===== src/hdl/fpsa_pkg.sv =====
// ============================================================================
// fpsa_pkg
// Shared types and constants for the fixed pool slot allocator: request
// operation codes, slot field width and the stack control and status words.
// ============================================================================
package fpsa_pkg;

    // width of the slot fields on the request and response words
    localparam int SLOT_W = 5;

    // request operation codes
    typedef enum logic {
        OP_ALLOC   = 1'b0,
        OP_RELEASE = 1'b1
    } op_t;

    // commands from the request stage to the free stack
    typedef struct packed {
        logic push;
        logic pop;
    } stack_cmd_t;

    // free stack status seen by the request stage
    typedef struct packed {
        logic empty;
        logic full;
    } stack_stat_t;

endpackage


===== src/hdl/fpsa_req_if.sv =====
// ============================================================================
// fpsa_req_if
// Request channel: valid/ready handshake carrying one operation and slot word.
// ============================================================================
interface fpsa_req_if;
    import fpsa_pkg::*;

    logic                 valid;
    logic                 ready;
    op_t                  operation;
    logic [SLOT_W-1:0]    slot;

    modport source (output valid, output operation, output slot, input ready);
    modport sink   (input valid, input operation, input slot, output ready);

endinterface


===== src/hdl/fpsa_rsp_if.sv =====
// ============================================================================
// fpsa_rsp_if
// Response channel: valid/ready handshake carrying one result word.
// ============================================================================
interface fpsa_rsp_if;
    import fpsa_pkg::*;

    logic                 valid;
    logic                 ready;
    logic                 ok;
    logic [SLOT_W-1:0]    slot_out;

    modport source (output valid, output ok, output slot_out, input ready);
    modport sink   (input valid, input ok, input slot_out, output ready);

endinterface


===== src/hdl/fpsa_ram.sv =====
// ============================================================================
// fpsa_ram
// Generic single write port, single read port RAM with registered read data.
// A read of the address being written returns the old contents.
// ============================================================================
module fpsa_ram #(
    parameter  int WIDTH  = 8,
    parameter  int DEPTH  = 32,
    localparam int ADDR_W = $clog2(DEPTH)
) (
    input  logic              clk,
    input  logic              wr_en,
    input  logic [ADDR_W-1:0] wr_addr,
    input  logic [WIDTH-1:0]  wr_data,
    input  logic [ADDR_W-1:0] rd_addr,
    output logic [WIDTH-1:0]  rd_data
);

    logic [WIDTH-1:0] mem [DEPTH];
    logic [WIDTH-1:0] rd_data_reg;

    // storage array and read register
    always_ff @(posedge clk)
    begin
        if (wr_en)
        begin
            mem[wr_addr] <= wr_data;
        end
        rd_data_reg <= mem[rd_addr];
    end

    assign rd_data = rd_data_reg;

endmodule


===== src/hdl/fpsa_stack.sv =====
// ============================================================================
// fpsa_stack
// LIFO of free slot indices. The top entry lives in a register; the entries
// beneath it live in a RAM, and the entry just below the top is prefetched
// every cycle so that it is ready when a pop comes. Entries below the lowest
// depth ever reached since reset were never written and read as their index.
// ============================================================================
module fpsa_stack #(
    parameter  int SLOTS = 32,
    localparam int IDX_W = $clog2(SLOTS)
) (
    input  logic                  clk,
    input  logic                  rst_n,
    input  fpsa_pkg::stack_cmd_t  cmd,
    input  logic [IDX_W-1:0]      push_data,
    output logic [IDX_W-1:0]      top,
    output fpsa_pkg::stack_stat_t stat
);
    import fpsa_pkg::*;

    localparam int CNT_W = $clog2(SLOTS + 1);

    logic [CNT_W-1:0] count_reg, count_next;
    logic [CNT_W-1:0] low_reg, low_next;
    logic [IDX_W-1:0] top_reg, top_next;
    logic [IDX_W-1:0] pf_idx_reg, pf_idx_next;
    logic             pf_pristine_reg, pf_pristine_next;
    logic             pf_fwd_reg;
    logic [IDX_W-1:0] pf_data_reg;
    logic [CNT_W-1:0] pf_cnt;
    logic [IDX_W-1:0] ram_q;
    logic [IDX_W-1:0] below;
    logic             do_pop, do_push;
    logic             wr_en;
    logic [IDX_W-1:0] wr_addr;

    // entry below the top: forwarded push, untouched reset value or RAM word
    assign below = pf_fwd_reg      ? pf_data_reg :
                   pf_pristine_reg ? pf_idx_reg  : ram_q;

    // stack pointer, top register and prefetch address
    always_comb
    begin
        do_pop     = cmd.pop  && (count_reg != '0);
        do_push    = cmd.push && (count_reg != CNT_W'(SLOTS));
        count_next = count_reg;
        top_next   = top_reg;
        if (do_pop)
        begin
            count_next = count_reg - CNT_W'(1);
            top_next   = below;
        end
        else if (do_push)
        begin
            count_next = count_reg + CNT_W'(1);
            top_next   = push_data;
        end
        low_next = (count_next < low_reg) ? count_next : low_reg;

        // old top moves down into the RAM on a push
        wr_en   = do_push && (count_reg != '0);
        wr_addr = IDX_W'(count_reg - CNT_W'(1));

        pf_cnt           = count_next - CNT_W'(2);
        pf_idx_next      = IDX_W'(pf_cnt);
        pf_pristine_next = pf_cnt < low_next;
    end

    // control and top state
    always_ff @(posedge clk or negedge rst_n)
    begin
        if (!rst_n)
        begin
            count_reg       <= CNT_W'(SLOTS);
            low_reg         <= CNT_W'(SLOTS);
            top_reg         <= IDX_W'(SLOTS - 1);
            pf_idx_reg      <= IDX_W'(SLOTS - 2);
            pf_pristine_reg <= 1'b1;
            pf_fwd_reg      <= 1'b0;
        end
        else
        begin
            count_reg       <= count_next;
            low_reg         <= low_next;
            top_reg         <= top_next;
            pf_idx_reg      <= pf_idx_next;
            pf_pristine_reg <= pf_pristine_next;
            pf_fwd_reg      <= wr_en;
        end
    end

    // bypass for a word written to the address being prefetched
    always_ff @(posedge clk)
    begin
        pf_data_reg <= top_reg;
    end

    fpsa_ram #(
        .WIDTH (IDX_W),
        .DEPTH (SLOTS)
    ) u_ram (
        .clk     (clk),
        .wr_en   (wr_en),
        .wr_addr (wr_addr),
        .wr_data (top_reg),
        .rd_addr (pf_idx_next),
        .rd_data (ram_q)
    );

    assign top        = top_reg;
    assign stat.empty = (count_reg == '0);
    assign stat.full  = (count_reg == CNT_W'(SLOTS));

endmodule


===== src/hdl/fixed_pool_slot_allocator.sv =====
// ============================================================================
// fixed_pool_slot_allocator
// Hands out slots of a fixed pool from a LIFO free list and takes them back.
// ============================================================================
// One request word gives exactly one response word. Allocate pops the most
// recently freed slot (after reset the highest index comes first) and returns
// it with ok set, or ok clear and slot 0 when the pool is empty. Release of a
// slot that is in use pushes it back and echoes it with ok set; release of a
// slot that is free or out of range answers ok clear and slot 0 and changes
// nothing. The block takes one request every cycle while responses are taken:
// a request sits in the input register, where the stack top and the in-use bit
// are updated in a single pass, and then waits in the result register. The
// stack top is kept in a register and the entry below it is prefetched from
// the RAM each cycle, so back-to-back pops run at full rate. No clearing pass
// is needed after reset; requests are taken at once.
module fixed_pool_slot_allocator #(
    parameter int SLOTS = 32
) (
    input  logic       clk,
    input  logic       rst_n,
    fpsa_req_if.sink   req,
    fpsa_rsp_if.source rsp
);
    import fpsa_pkg::*;

    localparam int IDX_W = $clog2(SLOTS);
    localparam int CMP_W = ((IDX_W > SLOT_W) ? IDX_W : SLOT_W) + 1;

    logic              in_valid_reg;
    op_t               in_op_reg;
    logic [SLOT_W-1:0] in_slot_reg;
    logic              out_valid_reg;
    logic              out_ok_reg;
    logic [SLOT_W-1:0] out_slot_reg;
    logic [SLOTS-1:0]  in_use_reg, in_use_next;
    logic              advance;
    logic              accept;
    logic              rel_in_range;
    logic [IDX_W-1:0]  rel_idx;
    logic [IDX_W-1:0]  top;
    logic              alloc_ok, release_ok;
    logic              res_ok;
    logic [SLOT_W-1:0] res_slot;
    stack_cmd_t        stack_cmd;
    stack_stat_t       stack_stat;

    // handshake: a word moves on whenever the result register is free or drains
    assign advance   = in_valid_reg && (!out_valid_reg || rsp.ready);
    assign req.ready = !in_valid_reg || advance;
    assign accept    = req.valid && req.ready;

    // decision on the word in the input register
    always_comb
    begin
        rel_in_range = CMP_W'(in_slot_reg) < CMP_W'(SLOTS);
        rel_idx      = IDX_W'(in_slot_reg);
        alloc_ok     = (in_op_reg == OP_ALLOC) && !stack_stat.empty;
        release_ok   = (in_op_reg == OP_RELEASE) && rel_in_range &&
                       in_use_reg[rel_idx] && !stack_stat.full;

        stack_cmd.pop  = advance && alloc_ok;
        stack_cmd.push = advance && release_ok;

        res_ok = alloc_ok || release_ok;
        if (alloc_ok)
        begin
            res_slot = SLOT_W'(top);
        end
        else if (release_ok)
        begin
            res_slot = in_slot_reg;
        end
        else
        begin
            res_slot = '0;
        end
    end

    // in-use bits
    always_comb
    begin
        in_use_next = in_use_reg;
        if (stack_cmd.pop)
        begin
            in_use_next[top] = 1'b1;
        end
        if (stack_cmd.push)
        begin
            in_use_next[rel_idx] = 1'b0;
        end
    end

    // control state
    always_ff @(posedge clk or negedge rst_n)
    begin
        if (!rst_n)
        begin
            in_valid_reg  <= 1'b0;
            out_valid_reg <= 1'b0;
            in_use_reg    <= '0;
        end
        else
        begin
            if (req.ready)
            begin
                in_valid_reg <= req.valid;
            end
            if (advance)
            begin
                out_valid_reg <= 1'b1;
            end
            else if (rsp.ready)
            begin
                out_valid_reg <= 1'b0;
            end
            in_use_reg <= in_use_next;
        end
    end

    // payload registers
    always_ff @(posedge clk)
    begin
        if (accept)
        begin
            in_op_reg   <= req.operation;
            in_slot_reg <= req.slot;
        end
        if (advance)
        begin
            out_ok_reg   <= res_ok;
            out_slot_reg <= res_slot;
        end
    end

    fpsa_stack #(
        .SLOTS (SLOTS)
    ) u_stack (
        .clk       (clk),
        .rst_n     (rst_n),
        .cmd       (stack_cmd),
        .push_data (rel_idx),
        .top       (top),
        .stat      (stack_stat)
    );

    assign rsp.valid    = out_valid_reg;
    assign rsp.ok       = out_ok_reg;
    assign rsp.slot_out = out_slot_reg;

endmodule


===== src/flat_wrapper.sv =====
// flat-port wrapper written by rule: the top's interface ports become plain ports
module fixed_pool_slot_allocator_flat import fpsa_pkg::*;
#(
    parameter int SLOTS = 32
)
  (clk, rst_n, req_valid, req_operation, req_slot, req_ready, rsp_valid, rsp_ok, rsp_slot_out, rsp_ready);
  fpsa_req_if req_i ();
  fpsa_rsp_if rsp_i ();
  input  logic clk;
  input  logic rst_n;
  input wire logic [$bits(req_i.valid)-1:0] req_valid;
  input wire logic [$bits(req_i.operation)-1:0] req_operation;
  input wire logic [$bits(req_i.slot)-1:0] req_slot;
  output wire logic [$bits(req_i.ready)-1:0] req_ready;
  output wire logic [$bits(rsp_i.valid)-1:0] rsp_valid;
  output wire logic [$bits(rsp_i.ok)-1:0] rsp_ok;
  output wire logic [$bits(rsp_i.slot_out)-1:0] rsp_slot_out;
  input wire logic [$bits(rsp_i.ready)-1:0] rsp_ready;
  assign req_i.valid = req_valid;
  assign req_i.operation = req_operation;
  assign req_i.slot = req_slot;
  assign req_ready = req_i.ready;
  assign rsp_valid = rsp_i.valid;
  assign rsp_ok = rsp_i.ok;
  assign rsp_slot_out = rsp_i.slot_out;
  assign rsp_i.ready = rsp_ready;
  fixed_pool_slot_allocator #(.SLOTS(SLOTS)) u_core (.clk(clk), .rst_n(rst_n), .req(req_i), .rsp(rsp_i));
endmodule

===== config.mk =====
export PLATFORM = sky130hd
export DESIGN_NAME = fixed_pool_slot_allocator_flat
export DESIGN_NICKNAME = d
export VERILOG_FILES = /design/src/hdl/fpsa_pkg.sv /design/src/hdl/fpsa_req_if.sv /design/src/hdl/fpsa_rsp_if.sv /design/src/hdl/fpsa_ram.sv /design/src/hdl/fpsa_stack.sv /design/src/hdl/fixed_pool_slot_allocator.sv /design/src/flat_wrapper.sv
export SDC_FILE = /design/constraint.sdc
export NUM_CORES = 1
export LEC_CHECK = 0
export ABC_AREA = 1
export BUFFER_PORTS_ARGS = -buffer_cell sky130_fd_sc_hd__buf_2
export CORE_MARGIN = 2
export CORE_UTILIZATION = 60
export CTS_BUF_LIST = sky130_fd_sc_hd__clkbuf_2
export DETAILED_ROUTE_END_ITERATION = 10
export PLACE_DENSITY = 0.74
export SLEW_MARGIN = 10
export SYNTH_ARGS = -nofsm -noshare
export SYNTH_HDL_FRONTEND = slang
export SYNTH_SLANG_ARGS = --single-unit

===== constraint.sdc =====
create_clock -name clk -period 4.5 [get_ports clk]
set_clock_uncertainty 0.2 [all_clocks]
set_input_delay 0 -clock clk [delete_from_list [all_inputs] [get_ports clk]]
set_output_delay 0 -clock clk [all_outputs]
set_load 0.02 [all_outputs]

==> summary.md <==
| Metric | Value |
|---|---|
| Leak Pwr | 5.29 nW |
| Crit. End Element | register |
| H-tree lvl count | 2 |
| Max cap viols | 0 |
| CP Max Fanout | 9 |
| DRC | 0 |
| Post-route cell area | between 0.01 and 0.015 sq mm |
| Top Layer Used | met4 |
| Synth Flop Type | edfxtp_1 |
| Die ar. | between 0.015 and 0.02 sq mm |
| Worst-path clk slew | 110 ps |
| Cell area after synthesis | ~0.011 sq mm |
| Setup TNS | 0 ps |
| Main combinational cell family by area after synthesis | simple AND/OR/NAND/NOR gates |
| Multiplexer share of the synthesized area | 0 |
| Crit share post-route | 0.918 |
| # IOs | 18 |
| Initial cell density of the core | 0.607 |
| Hold Crit Class | input port to register |
| Metal2 WL | 12300 um |
| Crit path kind | register to register |
| Mean Syn Cell Area | 9.75 sq um |
| DRT antenna net count | 0 |
| CTS max path bufs | 3 |
| Initial antenna violation count | 1 |
| Simple-Gate Fraction of Synth Area | 0.229 |
| First drt pass iteration count | 6 |
| CTS root buf | clkbuf_2 |
| Register area share after synthesis | 0.626 |
| Post-synthesis cell count | 1115 |
| DP HPWL | between 15000 and 20000 um |
| Wire length on met3 | 2140 um |
| Xor/xnor share of the synthesized area | 0.00702 |
| Via density | 5.58 |
| Vias in the first global route | 7799 |
| Gr usage total | 0.270 |
| Die Y | 139 um |
| Gp weighted congestion | roughly 0.87 |
| Tmin final | 4130 ps |
| Finish-stage setup viols | 0 |
| Global-route wire length before repair | 40900 um |
| Dpl cell area | roughly 0.011 sq mm |
| Number of synthesized flops with an enable pin | 172 |
| Rel. slew slack | 0.0937 |
| Max Clk Rate | 242 MHz |
| Final hold viol count | 0 |
| Wirelength per Cell | 17.4 um |
| Yosys reg bits | 239 |
| Share of cells above drive strength 1 | 0.140 |
| Worst-skew pair later-pin latency | 850 ps |
| Most common cell after layout, fill and taps aside | nand2_1 |
| WP data required | 5040 ps |
| Count of cell types in the netlist | 44 |
| Port bufs | 17 |
| CTS tree | done |
| NumNets Final | roughly 1200 |
| Synth Area in Compound Gates | 0.0601 |
| Unrepaired setup endpoints after global routing | no |
| DRT met1 WL | 10500 um |
| FFs w/ async S/R, synth | 0.238 |
| DR iter-0 viols | 876 |
| Adder-cell share of the synthesized area | 0.0196 |
| CP startpoint kind | register |
| Clock tree sinks | about 240 |
| Power Dens Cells | between 600 and 700 mW/mm^2 |
| Yosys top cell by area | edfxtp_1 |
| TritonCTS Buffers | 58 |
| Synth top area cells | edfxtp_1 47%, nand2_1 13%, dfrtp_1 10% |
| Yosys warnings | 0 |
| DIE WIDTH | about 140 um |
| GRT overflow | 0 |
| Cell Rows | slightly below 50 |
| Area of the core | 0.0179 sq mm |
| Commonest cells after routing, fill and taps aside | 387 x nand2_1, 172 x edfxtp_1, 123 x nand3_1 |
| Routed WL | 25500 um |
| Via Count | 8185 |
| Tightest Pin Transition | 1350 ps |
| Share of the synthesized area in the top cell type | 0.475 |
| WP data arrival | 4670 ps |
| Max-slew violation count | 0 |
| Run status | completed |
| P&R area growth vs syn | 10.5% |
| Peak supply drop | ~0.34 mV |
| Largest register FFs | 160 |
| Post-Syn Nets | ~1100 |
| Largest net degree at the start of global routing | slightly below 60 |
[cells by family after synthesis]
family	Yosys count
buffers and inverters	152
AO/OA/AOI/OAI	107
XOR/XNOR	7
AND/OR/NAND/NOR	593
adder cells (fa/ha/maj)	17
flip-flops	239
[cells in the mapped netlist, types with 7 or more instances]
library cell / count
nand2_1: 387
edfxtp_1: 172
nand3_1: 123
inv_1: 102
dfrtp_1: 45
nor2_1: 43
a21oi_1: 39
a31oi_1: 32
buf_2: 23
nor3_1: 18
ha_1: 17
o21ai_0: 13
dfstp_2: 12
clkbuf_1: 10
dfxtp_1: 10
or2_1: 10
inv_2: 7
o211ai_1: 7
[metal layers]
metal | up-vias | GRT usage
met4 | 0 | 0.0994
met3 | 52 | 0.0559
li1 | 3943 | -
met5 | - | 0
met1 | 3841 | 0.371
met2 | 349 | 0.433
[final cells by class]
class,count,area (sq um)
Sequential cell,239,6810
Fill cell,1442,5890
Multi-Input combinational cell,725,3510
Timing Repair Buffer,61,482
Inverter,111,419
Clock buffer,81,405
Tap cell,229,287
Clock inverter,19,101
Antenna cell,1,2.50
[power breakdown]
| part | switching [mW] | internal (mW) | leakage [nW] |
|---|---|---|---|
| clock network | 0.823 | 0.542 | 0.391 |
| registers | 0.400 | 2.88 | 2.36 |
| logic | 2.26 | 1.03 | 2.54 |
[per-stage QoR]
| stage | power, mW | instances | worst slack [ps] | util | hold slack [ps] |
|---|---|---|---|---|---|
| final | 7.94 | 1466 | 370 | 0.671 | 219 |
| after global routing | 8.51 | 1466 | 28.9 | 0.671 | 184 |
| after CTS | 7.85 | 1462 | 180 | 0.667 | 166 |
| after detailed placement | 6.48 | 1342 | 204 | 0.627 | -21.1 |
| after global placement | 6.42 | 1342 | 393 | 0.627 | -23.4 |
| after floorplan | 5.43 | 1115 | 466 | - | -496 |
[worst max-delay path, stage by stage, from the launching register on]
cell	delay, ps
edfxtp_1	480
buf_4	180
nor3_1	200
buf_4	180
nand2_1	50
nand2_1	60
nor2_1	50
nand2_2	100
nand3_4	130
nor2_1	200
a21oi_1	120
o21ai_0	110
nand2_1	210
ha_1	350
a21oi_1	150
nor2_1	60
a211oi_2	200
nand2_1	190
o21ai_2	190
ha_1	260
a21oi_1	140
o21ai_0	90
a21oi_1	140
[final timing paths]
path	from	to	slack, ps	depth (start not counted)
setup / recovery	u_core.in_slot_reg[3]$_DFFE_PP_	u_core.u_stack.pf_pristine_reg$_DFF_PN1_	370	22
hold / removal	req_slot[3]	u_core.in_slot_reg[3]$_DFFE_PP_	220	3
setup reg to reg	u_core.in_slot_reg[3]$_DFFE_PP_	u_core.u_stack.pf_pristine_reg$_DFF_PN1_	370	22
hold reg to reg	u_core.u_stack.low_reg[0]$_DFF_PN0_	u_core.u_stack.low_reg[0]$_DFF_PN0_	340	2
max in group asynchronous	rst_n	u_core.in_use_reg[24]$_DFF_PN0_	3330	4
min in group asynchronous	rst_n	u_core.u_stack.pf_fwd_reg$_DFF_PN0_	240	4
[what timing repair did]
action,4_1_cts,5_1_grt
resized for setup,0,17
buffers inserted,0,2
endpoints found under the hold margin,112,0
hold buffers,20,0
endpoints found under the setup margin,0,1
No activity file was read; power rests on OpenSTA's default activity.
